File: config.mk
export PLATFORM = sky130hd
export DESIGN_NAME = task_semaphore_wait_unit
export DESIGN_NICKNAME = d
export VERILOG_FILES = /design/src/sv/tswu_pkg.sv /design/src/sv/tswu_in_stage.sv /design/src/sv/tswu_exec.sv /design/src/sv/tswu_out_stage.sv /design/src/sv/task_semaphore_wait_unit.sv
export VERILOG_INCLUDE_DIRS = /design/src /design/src/sv
export SDC_FILE = /design/constraint.sdc
export NUM_CORES = 1
export LEC_CHECK = 0
export BUFFER_PORTS_ARGS = -buffer_cell sky130_fd_sc_hd__buf_2
export CORE_ASPECT_RATIO = 2
export CORE_MARGIN = 3
export CORE_UTILIZATION = 35
export DETAILED_ROUTE_END_ITERATION = 16
export SLEW_MARGIN = 20
export SYNTH_ARGS = -nofsm -noshare
export SYNTH_HDL_FRONTEND = slang
export SYNTH_SLANG_ARGS = --single-unit
export TNS_END_PERCENT = 100
File: constraint.sdc
create_clock -name aclk -period 5.9 [get_ports aclk]
set_input_delay 0.59 -clock aclk [delete_from_list [all_inputs] [get_ports aclk]]
set_output_delay 0.59 -clock aclk [all_outputs]
set_load 0.02 [all_outputs]
File: src/sv/task_semaphore_wait_unit_macros.svh
// Assertion macros for the task semaphore wait unit.
`ifndef TASK_SEMAPHORE_WAIT_UNIT_MACROS_SVH
`define TASK_SEMAPHORE_WAIT_UNIT_MACROS_SVH

`ifndef SYNTHESIS

`define TSWU_ASSERT_IMPLIES(lbl, clk, rst_n, ante, cons) \
    lbl: assert property (@(posedge clk) disable iff (!(rst_n)) (ante) |-> (cons)) \
        else $error("Implication check failed.");

`define TSWU_ASSERT_NEVER(lbl, clk, rst_n, expr) \
    lbl: assert property (@(posedge clk) disable iff (!(rst_n)) !(expr)) \
        else $error("Forbidden condition seen.");

`else

`define TSWU_ASSERT_IMPLIES(lbl, clk, rst_n, ante, cons)
`define TSWU_ASSERT_NEVER(lbl, clk, rst_n, expr)

`endif

`endif

File: src/sv/tswu_pkg.sv
// Types and constants shared by the task semaphore wait unit.
package tswu_pkg;

    localparam int NUM_SEMAPHORES_DEF = 8;
    localparam int TIMER_BITS_DEF     = 16;

    localparam int WAIT_TICKS_W = 16;
    localparam int SEM_INDEX_W  = 4;
    localparam int SEM_COUNT_W  = 8;
    localparam int S_TDATA_W    = 24;
    localparam int M_TDATA_W    = 8;

    localparam logic [SEM_COUNT_W-1:0] SEM_COUNT_MAX = 8'hFF;

    typedef enum logic [2:0] {
        ACT_TICK       = 3'd0,
        ACT_TIMED_WAIT = 3'd1,
        ACT_SIGNAL     = 3'd2,
        ACT_WAIT       = 3'd3,
        ACT_CHECK      = 3'd4
    } action_t;

    typedef enum logic [1:0] {
        COND_READY   = 2'd0,
        COND_TIMEOUT = 2'd1,
        COND_SEM     = 2'd2
    } cond_t;

    typedef enum logic [1:0] {
        EV_NONE    = 2'd0,
        EV_TIMEOUT = 2'd1,
        EV_SIGNAL  = 2'd2
    } event_t;

    typedef struct packed {
        logic [WAIT_TICKS_W-1:0] wait_ticks;
        logic [SEM_INDEX_W-1:0]  sem_index;
        logic [2:0]              action;
    } item_t;

    typedef struct packed {
        logic   run_now;
        logic   granted;
        event_t last_event;
        cond_t  task_condition;
    } result_t;

endpackage

File: src/sv/tswu_in_stage.sv
// Input register stage of the task semaphore wait unit.
module tswu_in_stage (
    input  logic           aclk,
    input  logic           aresetn,
    input  logic           s_tvalid,
    output logic           s_tready,
    input  tswu_pkg::item_t s_item,
    input  logic           advance,
    output logic           item_valid,
    output tswu_pkg::item_t item
);

    logic            valid_reg;
    logic            valid_next;
    tswu_pkg::item_t item_reg;
    logic            s_fire;

    assign s_tready = !valid_reg || advance;
    assign s_fire   = s_tvalid && s_tready;

    always_comb begin
        valid_next = valid_reg;
        if (s_fire) begin
            valid_next = 1'b1;
        end else if (advance) begin
            valid_next = 1'b0;
        end
    end

    always_ff @(posedge aclk) begin
        if (!aresetn) begin
            valid_reg <= 1'b0;
        end else begin
            valid_reg <= valid_next;
        end
    end

    always_ff @(posedge aclk) begin
        if (s_fire) begin
            item_reg <= s_item;
        end
    end

    assign item_valid = valid_reg;
    assign item       = item_reg;

endmodule

File: src/sv/tswu_exec.sv
// Task condition, wait timer and semaphore bank with the per-word update logic.
module tswu_exec #(
    parameter int NUM_SEMAPHORES = tswu_pkg::NUM_SEMAPHORES_DEF,
    parameter int TIMER_BITS     = tswu_pkg::TIMER_BITS_DEF
) (
    input  logic             aclk,
    input  logic             aresetn,
    input  logic             fire,
    input  tswu_pkg::item_t  item,
    output tswu_pkg::result_t result
);

    localparam int SEM_IDX_W = (NUM_SEMAPHORES > 1) ? $clog2(NUM_SEMAPHORES) : 1;
    localparam logic [tswu_pkg::SEM_INDEX_W:0] NUM_SEM_LIM =
        (tswu_pkg::SEM_INDEX_W+1)'(NUM_SEMAPHORES);

    tswu_pkg::cond_t  cond_reg, cond_next;
    tswu_pkg::event_t event_reg, event_next;
    logic [TIMER_BITS-1:0] counter_reg, counter_next;
    logic [SEM_IDX_W-1:0]  awaited_reg, awaited_next;
    logic [tswu_pkg::SEM_COUNT_W-1:0] sem_reg [NUM_SEMAPHORES];

    tswu_pkg::action_t action;
    logic                 idx_ok;
    logic                 addr_ok;
    logic [SEM_IDX_W-1:0] req_idx;
    logic [SEM_IDX_W-1:0] addr;
    logic [tswu_pkg::SEM_COUNT_W-1:0] sem_val;
    logic [tswu_pkg::SEM_COUNT_W-1:0] sem_wdata;
    logic                 sem_write;
    logic [TIMER_BITS-1:0] load_val;
    logic [TIMER_BITS-1:0] counter_dec;
    logic                 granted;
    logic                 run_now;

    generate
        if (TIMER_BITS > tswu_pkg::WAIT_TICKS_W) begin : g_load_wide
            assign load_val = {{(TIMER_BITS - tswu_pkg::WAIT_TICKS_W){1'b0}}, item.wait_ticks};
        end else if (TIMER_BITS == tswu_pkg::WAIT_TICKS_W) begin : g_load_equal
            assign load_val = item.wait_ticks;
        end else begin : g_load_narrow
            assign load_val = item.wait_ticks[TIMER_BITS-1:0];
        end
    endgenerate

    assign action      = tswu_pkg::action_t'(item.action);
    assign idx_ok      = {1'b0, item.sem_index} < NUM_SEM_LIM;
    assign req_idx     = item.sem_index[SEM_IDX_W-1:0];
    assign addr        = (action == tswu_pkg::ACT_TICK) ? awaited_reg : req_idx;
    assign addr_ok     = (action == tswu_pkg::ACT_TICK) ? 1'b1 : idx_ok;
    assign sem_val     = addr_ok ? sem_reg[addr] : '0;
    assign counter_dec = counter_reg - TIMER_BITS'(1);

    always_comb begin
        cond_next    = cond_reg;
        event_next   = event_reg;
        counter_next = counter_reg;
        awaited_next = awaited_reg;
        sem_write    = 1'b0;
        sem_wdata    = sem_val - 8'd1;
        granted      = 1'b0;
        run_now      = 1'b0;
        unique case (action)
            tswu_pkg::ACT_TICK: begin
                if (cond_reg == tswu_pkg::COND_TIMEOUT) begin
                    counter_next = counter_dec;
                    if (counter_dec == '0) begin
                        cond_next  = tswu_pkg::COND_READY;
                        event_next = tswu_pkg::EV_TIMEOUT;
                    end
                end
                if (cond_reg == tswu_pkg::COND_SEM && sem_val != '0) begin
                    sem_write  = 1'b1;
                    cond_next  = tswu_pkg::COND_READY;
                    event_next = tswu_pkg::EV_SIGNAL;
                end
                run_now = (cond_next == tswu_pkg::COND_READY);
            end
            tswu_pkg::ACT_TIMED_WAIT: begin
                counter_next = load_val;
                cond_next    = tswu_pkg::COND_TIMEOUT;
            end
            tswu_pkg::ACT_SIGNAL: begin
                sem_wdata = sem_val + 8'd1;
                sem_write = idx_ok && (sem_val != tswu_pkg::SEM_COUNT_MAX);
            end
            tswu_pkg::ACT_WAIT: begin
                if (idx_ok) begin
                    if (sem_val != '0) begin
                        sem_write = 1'b1;
                        cond_next = tswu_pkg::COND_READY;
                        granted   = 1'b1;
                    end else begin
                        awaited_next = req_idx;
                        cond_next    = tswu_pkg::COND_SEM;
                    end
                end
            end
            tswu_pkg::ACT_CHECK: begin
                if (idx_ok && sem_val != '0) begin
                    sem_write = 1'b1;
                    granted   = 1'b1;
                end
            end
            default: begin
            end
        endcase
    end

    always_ff @(posedge aclk) begin
        if (!aresetn) begin
            cond_reg    <= tswu_pkg::COND_READY;
            event_reg   <= tswu_pkg::EV_NONE;
            counter_reg <= '0;
            awaited_reg <= '0;
        end else if (fire) begin
            cond_reg    <= cond_next;
            event_reg   <= event_next;
            counter_reg <= counter_next;
            awaited_reg <= awaited_next;
        end
    end

    always_ff @(posedge aclk) begin
        if (!aresetn) begin
            for (int i = 0; i < NUM_SEMAPHORES; i++) begin
                sem_reg[i] <= '0;
            end
        end else if (fire && sem_write) begin
            sem_reg[addr] <= sem_wdata;
        end
    end

    assign result.task_condition = cond_next;
    assign result.last_event     = event_next;
    assign result.granted        = granted;
    assign result.run_now        = run_now;

endmodule

File: src/sv/tswu_out_stage.sv
// Result register stage of the task semaphore wait unit.
module tswu_out_stage (
    input  logic              aclk,
    input  logic              aresetn,
    input  logic              load,
    output logic              can_load,
    input  tswu_pkg::result_t result,
    output logic              m_tvalid,
    input  logic              m_tready,
    output tswu_pkg::result_t m_result
);

    logic              valid_reg;
    logic              valid_next;
    tswu_pkg::result_t result_reg;

    assign can_load = !valid_reg || m_tready;

    always_comb begin
        valid_next = valid_reg;
        if (load) begin
            valid_next = 1'b1;
        end else if (m_tready) begin
            valid_next = 1'b0;
        end
    end

    always_ff @(posedge aclk) begin
        if (!aresetn) begin
            valid_reg <= 1'b0;
        end else begin
            valid_reg <= valid_next;
        end
    end

    always_ff @(posedge aclk) begin
        if (load) begin
            result_reg <= result;
        end
    end

    assign m_tvalid = valid_reg;
    assign m_result = result_reg;

endmodule

File: src/sv/task_semaphore_wait_unit.sv
// Top level of the task semaphore wait unit.
// Each input word is one action (tick, timed wait, signal, blocking wait or check) on
// one task's wait condition and a bank of 8-bit counting semaphores, and each word gives
// exactly one result word. The unit takes one word per clock cycle while the result register is not
// stalled: the word is registered, the condition, timer and semaphore read-modify-write are done
// combinationally on the registered word, and the result is registered.
// A stalled result register holds the input register, which in turn holds s_tready low.
// All control state, including the semaphore counts, is cleared by reset; the data registers are not.
`include "task_semaphore_wait_unit_macros.svh"

module task_semaphore_wait_unit #(
    parameter int NUM_SEMAPHORES = tswu_pkg::NUM_SEMAPHORES_DEF,
    parameter int TIMER_BITS     = tswu_pkg::TIMER_BITS_DEF
) (
    input  logic                           aclk,
    input  logic                           aresetn,
    input  logic                           s_tvalid,
    output logic                           s_tready,
    // Fields from bit 0: action[2:0], sem_index[6:3], wait_ticks[22:7], zero pad[23].
    input  logic [tswu_pkg::S_TDATA_W-1:0] s_tdata,
    output logic                           m_tvalid,
    input  logic                           m_tready,
    // Fields from bit 0: task_condition[1:0], last_event[3:2], granted[4], run_now[5],
    // zero pad[7:6].
    output logic [tswu_pkg::M_TDATA_W-1:0] m_tdata
);

    tswu_pkg::item_t   s_item;
    tswu_pkg::item_t   item;
    tswu_pkg::result_t result;
    tswu_pkg::result_t m_result;
    logic              item_valid;
    logic              can_load;
    logic              fire;

    assign s_item = s_tdata[$bits(tswu_pkg::item_t)-1:0];
    assign fire   = item_valid && can_load;

    tswu_in_stage u_in_stage (
        .aclk       (aclk),
        .aresetn    (aresetn),
        .s_tvalid   (s_tvalid),
        .s_tready   (s_tready),
        .s_item     (s_item),
        .advance    (can_load),
        .item_valid (item_valid),
        .item       (item)
    );

    tswu_exec #(
        .NUM_SEMAPHORES (NUM_SEMAPHORES),
        .TIMER_BITS     (TIMER_BITS)
    ) u_exec (
        .aclk    (aclk),
        .aresetn (aresetn),
        .fire    (fire),
        .item    (item),
        .result  (result)
    );

    tswu_out_stage u_out_stage (
        .aclk     (aclk),
        .aresetn  (aresetn),
        .load     (fire),
        .can_load (can_load),
        .result   (result),
        .m_tvalid (m_tvalid),
        .m_tready (m_tready),
        .m_result (m_result)
    );

    assign m_tdata = {{(tswu_pkg::M_TDATA_W - $bits(tswu_pkg::result_t)){1'b0}}, m_result};

    `TSWU_ASSERT_NEVER(a_grant_and_run, aclk, aresetn, m_tvalid && m_result.granted && m_result.run_now)
    `TSWU_ASSERT_IMPLIES(a_run_means_ready, aclk, aresetn, m_tvalid && m_result.run_now, m_result.task_condition == tswu_pkg::COND_READY)
    `TSWU_ASSERT_IMPLIES(a_stall_backs_up, aclk, aresetn, item_valid && m_tvalid && !m_tready, !s_tready)

endmodule
Word level (Yosys, flattened, before mapping)
Memory sizes are Yosys's and may differ from the RTL's.
Cells that the tools add are included.
{"block": "classes", "n_mux": 34, "magnitude_cmp": 1, "div_mod_pow": 0, "n_shift": 0, "n_bitwise": 1, "n_addsub": 3, "mul": 0, "n_eq_ne": 8, "n_reduce_logical": 20}
{"operator": "16-bit one-hot mux with 2 select lines", "n": 1}
{"operator": "8-bit 2-to-1 mux", "n": 3}
{"operator": "2-bit 2-to-1 mux", "n": 10}
{"operator": "16-bit zero test", "n": 1}
{"operator": "16-bit 2-to-1 mux", "n": 1}
{"operator": "16-bit by 1-bit subtractor with 16-bit output (second input constant)", "n": 1}
{"operator": "1-bit 2-to-1 mux", "n": 14}
{"operator": "8-bit by 1-bit adder with 8-bit output (second input constant)", "n": 1}
{"operator": "8-bit != test (second input constant)", "n": 1}
{"operator": "8-bit nonzero test", "n": 1}
{"operator": "8-bit OR reduction", "n": 1}
{"operator": "8-bit by 1-bit subtractor with 8-bit output (second input constant)", "n": 1}
{"operator": "3-bit by 2-bit equality test with 1-bit output (second input constant)", "n": 2}
{"operator": "1-bit logical AND", "n": 6}
{"operator": "3-bit 2-to-1 mux", "n": 2}
{"operator": "2-bit one-hot mux with 3 select lines", "n": 1}
{"operator": "2-bit nonzero test", "n": 3}
{"operator": "4-bit less-than comparator (second input constant)", "n": 1}
{"operator": "1-bit one-hot mux with 4 select lines", "n": 1}
{"operator": "4-bit AND reduction", "n": 1}
{"operator": "3-bit by 1-bit equality test with 1-bit output (second input constant)", "n": 1}
{"operator": "3-bit equality test (second input constant)", "n": 1}
{"operator": "3-bit zero test", "n": 1}
{"operator": "3-bit AND reduction", "n": 1}
{"operator": "8 further kinds", "n": 10}
{"block": "totals", "romBits": 0, "mem_count": 1, "inputBits": 28, "register_bits": 54, "ramBits": 64, "latch_bits": 0}
{"name": "u_exec.sem_reg", "words": 8, "word_bits": 8, "read_ports": 1, "rd_ports_with_merged_regs": 0, "wr": 8, "line_no": "tswu_exec.sv:21", "source": "logic [tswu_pkg::SEM_COUNT_W-1:0] sem_reg [NUM_SEMAPHORES];"}

Depth between registers and ports, before layout
An unclocked memory read counts as a cell.
{"block": "depth", "word_depth": 14, "depth_mapped": 16, "mapped_depth_nobuf": 12}

By module
Synthesis repeated with hierarchy kept, for this count alone.
{"block": "unflattened", "cells_unflattened": 655, "hier_area_um2": 6765.2}
{"mod": "tswu_exec", "instances": 1, "cells_each": 613, "seq_area_each_um2": 2382.3, "area_per_inst_um2": 5763.0}
{"mod": "tswu_in_stage", "instances": 1, "cells_each": 28, "seq_area_each_um2": 710.7, "area_per_inst_um2": 748.2}
{"mod": "tswu_out_stage", "instances": 1, "cells_each": 10, "seq_area_each_um2": 200.2, "area_per_inst_um2": 229.0}
{"mod": "task_semaphore_wait_unit", "instances": 1, "cells_each": 4, "seq_area_each_um2": 0.0, "area_per_inst_um2": 25.0}

Least setup slack after synthesis
OpenSTA, ideal clock, no wires.
{"block": "synth_path", "path_type": "reg2reg", "start": "register u_in_stage.item_reg (netlist bit u_in_stage.item[2])", "end": "memory u_exec.sem_reg[1][0] (netlist name) (enable)", "arrival_ns": 3.367, "required_time_ns": 5.597, "path_slack_ns": 2.229, "n_path_buf": 3, "path_stages_with_launch": 13, "period_less_slack_ns": 3.671, "cell_sequence": "edfxtp_1 buf_6 or4b_1 buf_2 and2_4 a32o_1 a2111o_1 or4_4 nor4_4 o22ai_2 a21bo_4 buf_6 nand2_1"}
{"item": "start, declared", "line_no": "tswu_in_stage.sv:15", "source": "tswu_pkg::item_t item_reg;"}
{"item": "start signal, assigned", "line_no": "tswu_in_stage.sv:40", "source": "item_reg <= s_item;"}
{"item": "end, declared", "line_no": "tswu_exec.sv:21"}

==> impl_metrics.json <==
{
  "synthFlopType": "edfxtp_1",
  "crit_required_ns": 6.05,
  "drive_gt1_frac": 0.168,
  "r2r-end": "u_exec.sem_reg[3][7]",
  "tns_ns": 0,
  "core_region_area_sq_mm": 0.0178,
  "mostFrequentLayoutCells": "94 x nor2_1, 93 x edfxtp_1, 34 x nand2_1, 34 x buf_2, 31 x o21ai_0",
  "hold_viol_final": 0,
  "finalMaxSlewViolations": 0,
  "place.gp.congestion": 0.936,
  "netlist_instances": 624,
  "yosys.area.top_type": "edfxtp_1",
  "period_needed_ns": 4.93,
  "synth-edff-count": 93,
  "drc_errors": 0,
  "diodes": 0,
  "yosys_register_bits": 118,
  "largest_reg_flops": 64,
  "synth_cell_types": 72,
  "clockBufferDepth": 2,
  "htreeDepth": 4,
  "finClkSkew_ns": 0.00816,
  "area_delta_synth_final_pct": 15.7,
  "grt_usage": 0.196,
  "root_buffer": "clkbuf_16",
  "grt_pass1_wl_um": 28900,
  "synthesis.area_sq_mm": 0.00637,
  "critPathCaptureType": "register",
  "synth_warnings": 0,
  "layout_commonest_cell": "nor2_1",
  "fin_nets": 685,
  "die_x_um": 101,
  "min_from": "s_tdata[9]",
  "antenna_found_initial": 0,
  "die_h_um": 197,
  "finalNonFillerCells": 878,
  "row_count": 69,
  "synthArstFlopShare": 0,
  "cap_violations": 0,
  "grt_pass1_vias": 5171,
  "rr_startpoint": "u_in_stage.item[0]",
  "r2r_slack_ns": 0.97,
  "hold_path_class": "in -> reg",
  "overflow": 0,
  "route.vias.total": 5119,
  "cts_tree": "yes",
  "finalCritPeriodShare": 0.836,
  "relSlewSlack": 0.261,
  "portBuffers": 34,
  "grt_max_degree": 37,
  "cts_resized": 0,
  "rsz0062_at_grt": "no",
  "dieArea_sq_mm": 0.0200,
  "initial_core_util": 0.358,
  "wl_per_cell_um": 21.4,
  "path_max_fanout": 21,
  "syn_avg_cell_area_sq_um": 10.2,
  "postCtsSetupBuffers": 0,
  "ios": 38,
  "arrival_ns": 5.09,
  "routed_wl_um": 18800,
  "finalSetupViolations": 0,
  "drt_iter0_drc": 419,
  "max_freq_mhz": 203,
  "cp-start-kind": "register",
  "ys_seq_area_frac": 0.517,
  "leakage_nw": 2.73,
  "powerDensity_mw_per_mm2": 312,
  "synth_top_area_frac": 0.438,
  "vias_per_cell": 5.83,
  "first_pass_iters": 5,
  "place_hpwl_um": 14200,
  "peakVddDrop_mv": 0.213,
  "post-place-cells": 846,
  "hold_depth": 1,
  "status": "complete, no violations",
  "postRouteAntennaNets": 0,
  "numCtsBuffers": 17,
  "worst_slew_pin_slew_ns": 1.10,
  "clk-insertion-delay-late_ns": 0.42,
  "cts_hold_buf": 0,
  "r2r.worst_path.cells": 14,
  "synthTopCellsByArea": "edfxtp_1 44%, dfxtp_1 7.9%, nor2_1 5.5%, mux2i_1 3.9%, o21ai_0 2.4%",
  "min_to": "u_in_stage.item[9]",
  "clk_pin_slew_ns": 0.06,
  "critPathKind": "reg -> reg",
  "cts_sinks": 118
}
cells by family after synthesis:
group | Yosys count | synth area share
fa+ha+maj | 5 | 0.0110
simple gates | 262 | 0.219
other cells | 1 | 0.000589
flops | 118 | 0.517
mux | 32 | 0.0517
xor+xnor | 11 | 0.0151
compound gates | 134 | 0.144
buf+inv | 61 | 0.0416
cells in the mapped netlist, types with 3 or more instances:
cell,n
a21boi_0,5
a32oi_1,5
nor2b_1,11
a22oi_1,6
dfxtp_1,25
o31ai_1,3
o211ai_1,4
o221ai_1,7
o2111ai_1,3
edfxtp_1,93
o21ai_0,31
inv_1,15
or3_1,6
o21a_1,4
nor2_1,94
clkbuf_1,26
a31oi_1,4
mux2_2,7
nand3b_1,4
nand3_2,4
and2_1,12
buf_2,11
xnor2_1,7
or4_1,4
mux2i_1,25
a21oi_1,29
nor4b_1,8
nor3b_1,5
xor2_1,4
and3_1,8
nand2_1,34
nand4_1,3
buf_1,3
nor4_1,4
nor3_1,16
nand3_1,18
o22ai_1,7
nor3_2,3
ha_1,4
nand2b_1,14
o221a_2,3
nor4bb_1,4
critical path: stages, from the launching register on:
cell and delay, ns:
edfxtp_1 0.33, buf_4 0.25, or3_1 0.81, mux2_2 0.44
a211oi_1 0.44, a2111o_1 0.31, inv_1 0.07, ha_1 0.30
nor4b_1 0.49, a2bb2oi_1 0.35, a41oi_1 0.18, o2bb2ai_1 0.26
xnor2_1 0.15, buf_4 0.21, nor2_1 0.06
metal layers:
layer,global-route usage,routed length (um),vias to the layer above
met2,0.379,10900,188
met1,0.174,5980,2482
met3,0.0322,642,72
met5,0,0,-
met4,0.136,1300,0
li1,-,-,2377
through the flow:
step | area (sq um) | total power [W] | worst slack [ns] | hold WS (ns) | utilization
after CTS | 7370 | 0.00231 | 1.07 | 0.333 | 0.414
after global placement | 6750 | 0.00126 | 1.12 | 0.443 | 0.380
after detailed placement | 6750 | 0.00127 | 1.07 | 0.464 | 0.380
final | 7370 | 0.00230 | 0.969 | 0.344 | 0.414
after floorplan | 6370 | 0.00115 | 2.23 | 0.435 | -
after global routing | 7370 | 0.00237 | 0.774 | 0.332 | 0.414
where the power goes:
part           switching [W]  internal (W)  total, W  leakage (nW)
clock network       0.000369      0.000676   0.00105         0.301
registers          0.0000205      0.000929  0.000949          1.14
logic               0.000200      0.000101  0.000302          1.29
total               0.000590       0.00171   0.00230          2.73
worst max path at each step:
stage	start	to	slack (ns)
6_report	u_in_stage.item[0]	u_exec.sem_reg[3][7]	0.97
4_1_cts	u_in_stage.item[0]	u_exec.sem_reg[3][7]	1.07
3_3_place_gp	u_in_stage.item[0]	u_exec.sem_reg[3][6]	1.12
3_5_place_dp	u_in_stage.item[0]	u_exec.sem_reg[3][6]	1.07
5_1_grt	u_in_stage.item[0]	u_exec.sem_reg[5][7]	0.77
2_1_floorplan	u_in_stage.item[2]	u_exec.sem_reg[1][0]	2.23
cell type report:
| type | count | area (sq um) |
|---|---|---|
| Clock inverter | 9 | 86.3 |
| Tap cell | 213 | 267 |
| Clock buffer | 23 | 532 |
| Multi-Input combinational cell | 446 | 2820 |
| Timing Repair Buffer | 52 | 305 |
| Sequential cell | 118 | 3290 |
| Inverter | 17 | 63.8 |
| Fill cell | 1690 | 10400 |
Power figures use the tool's default switching activity.
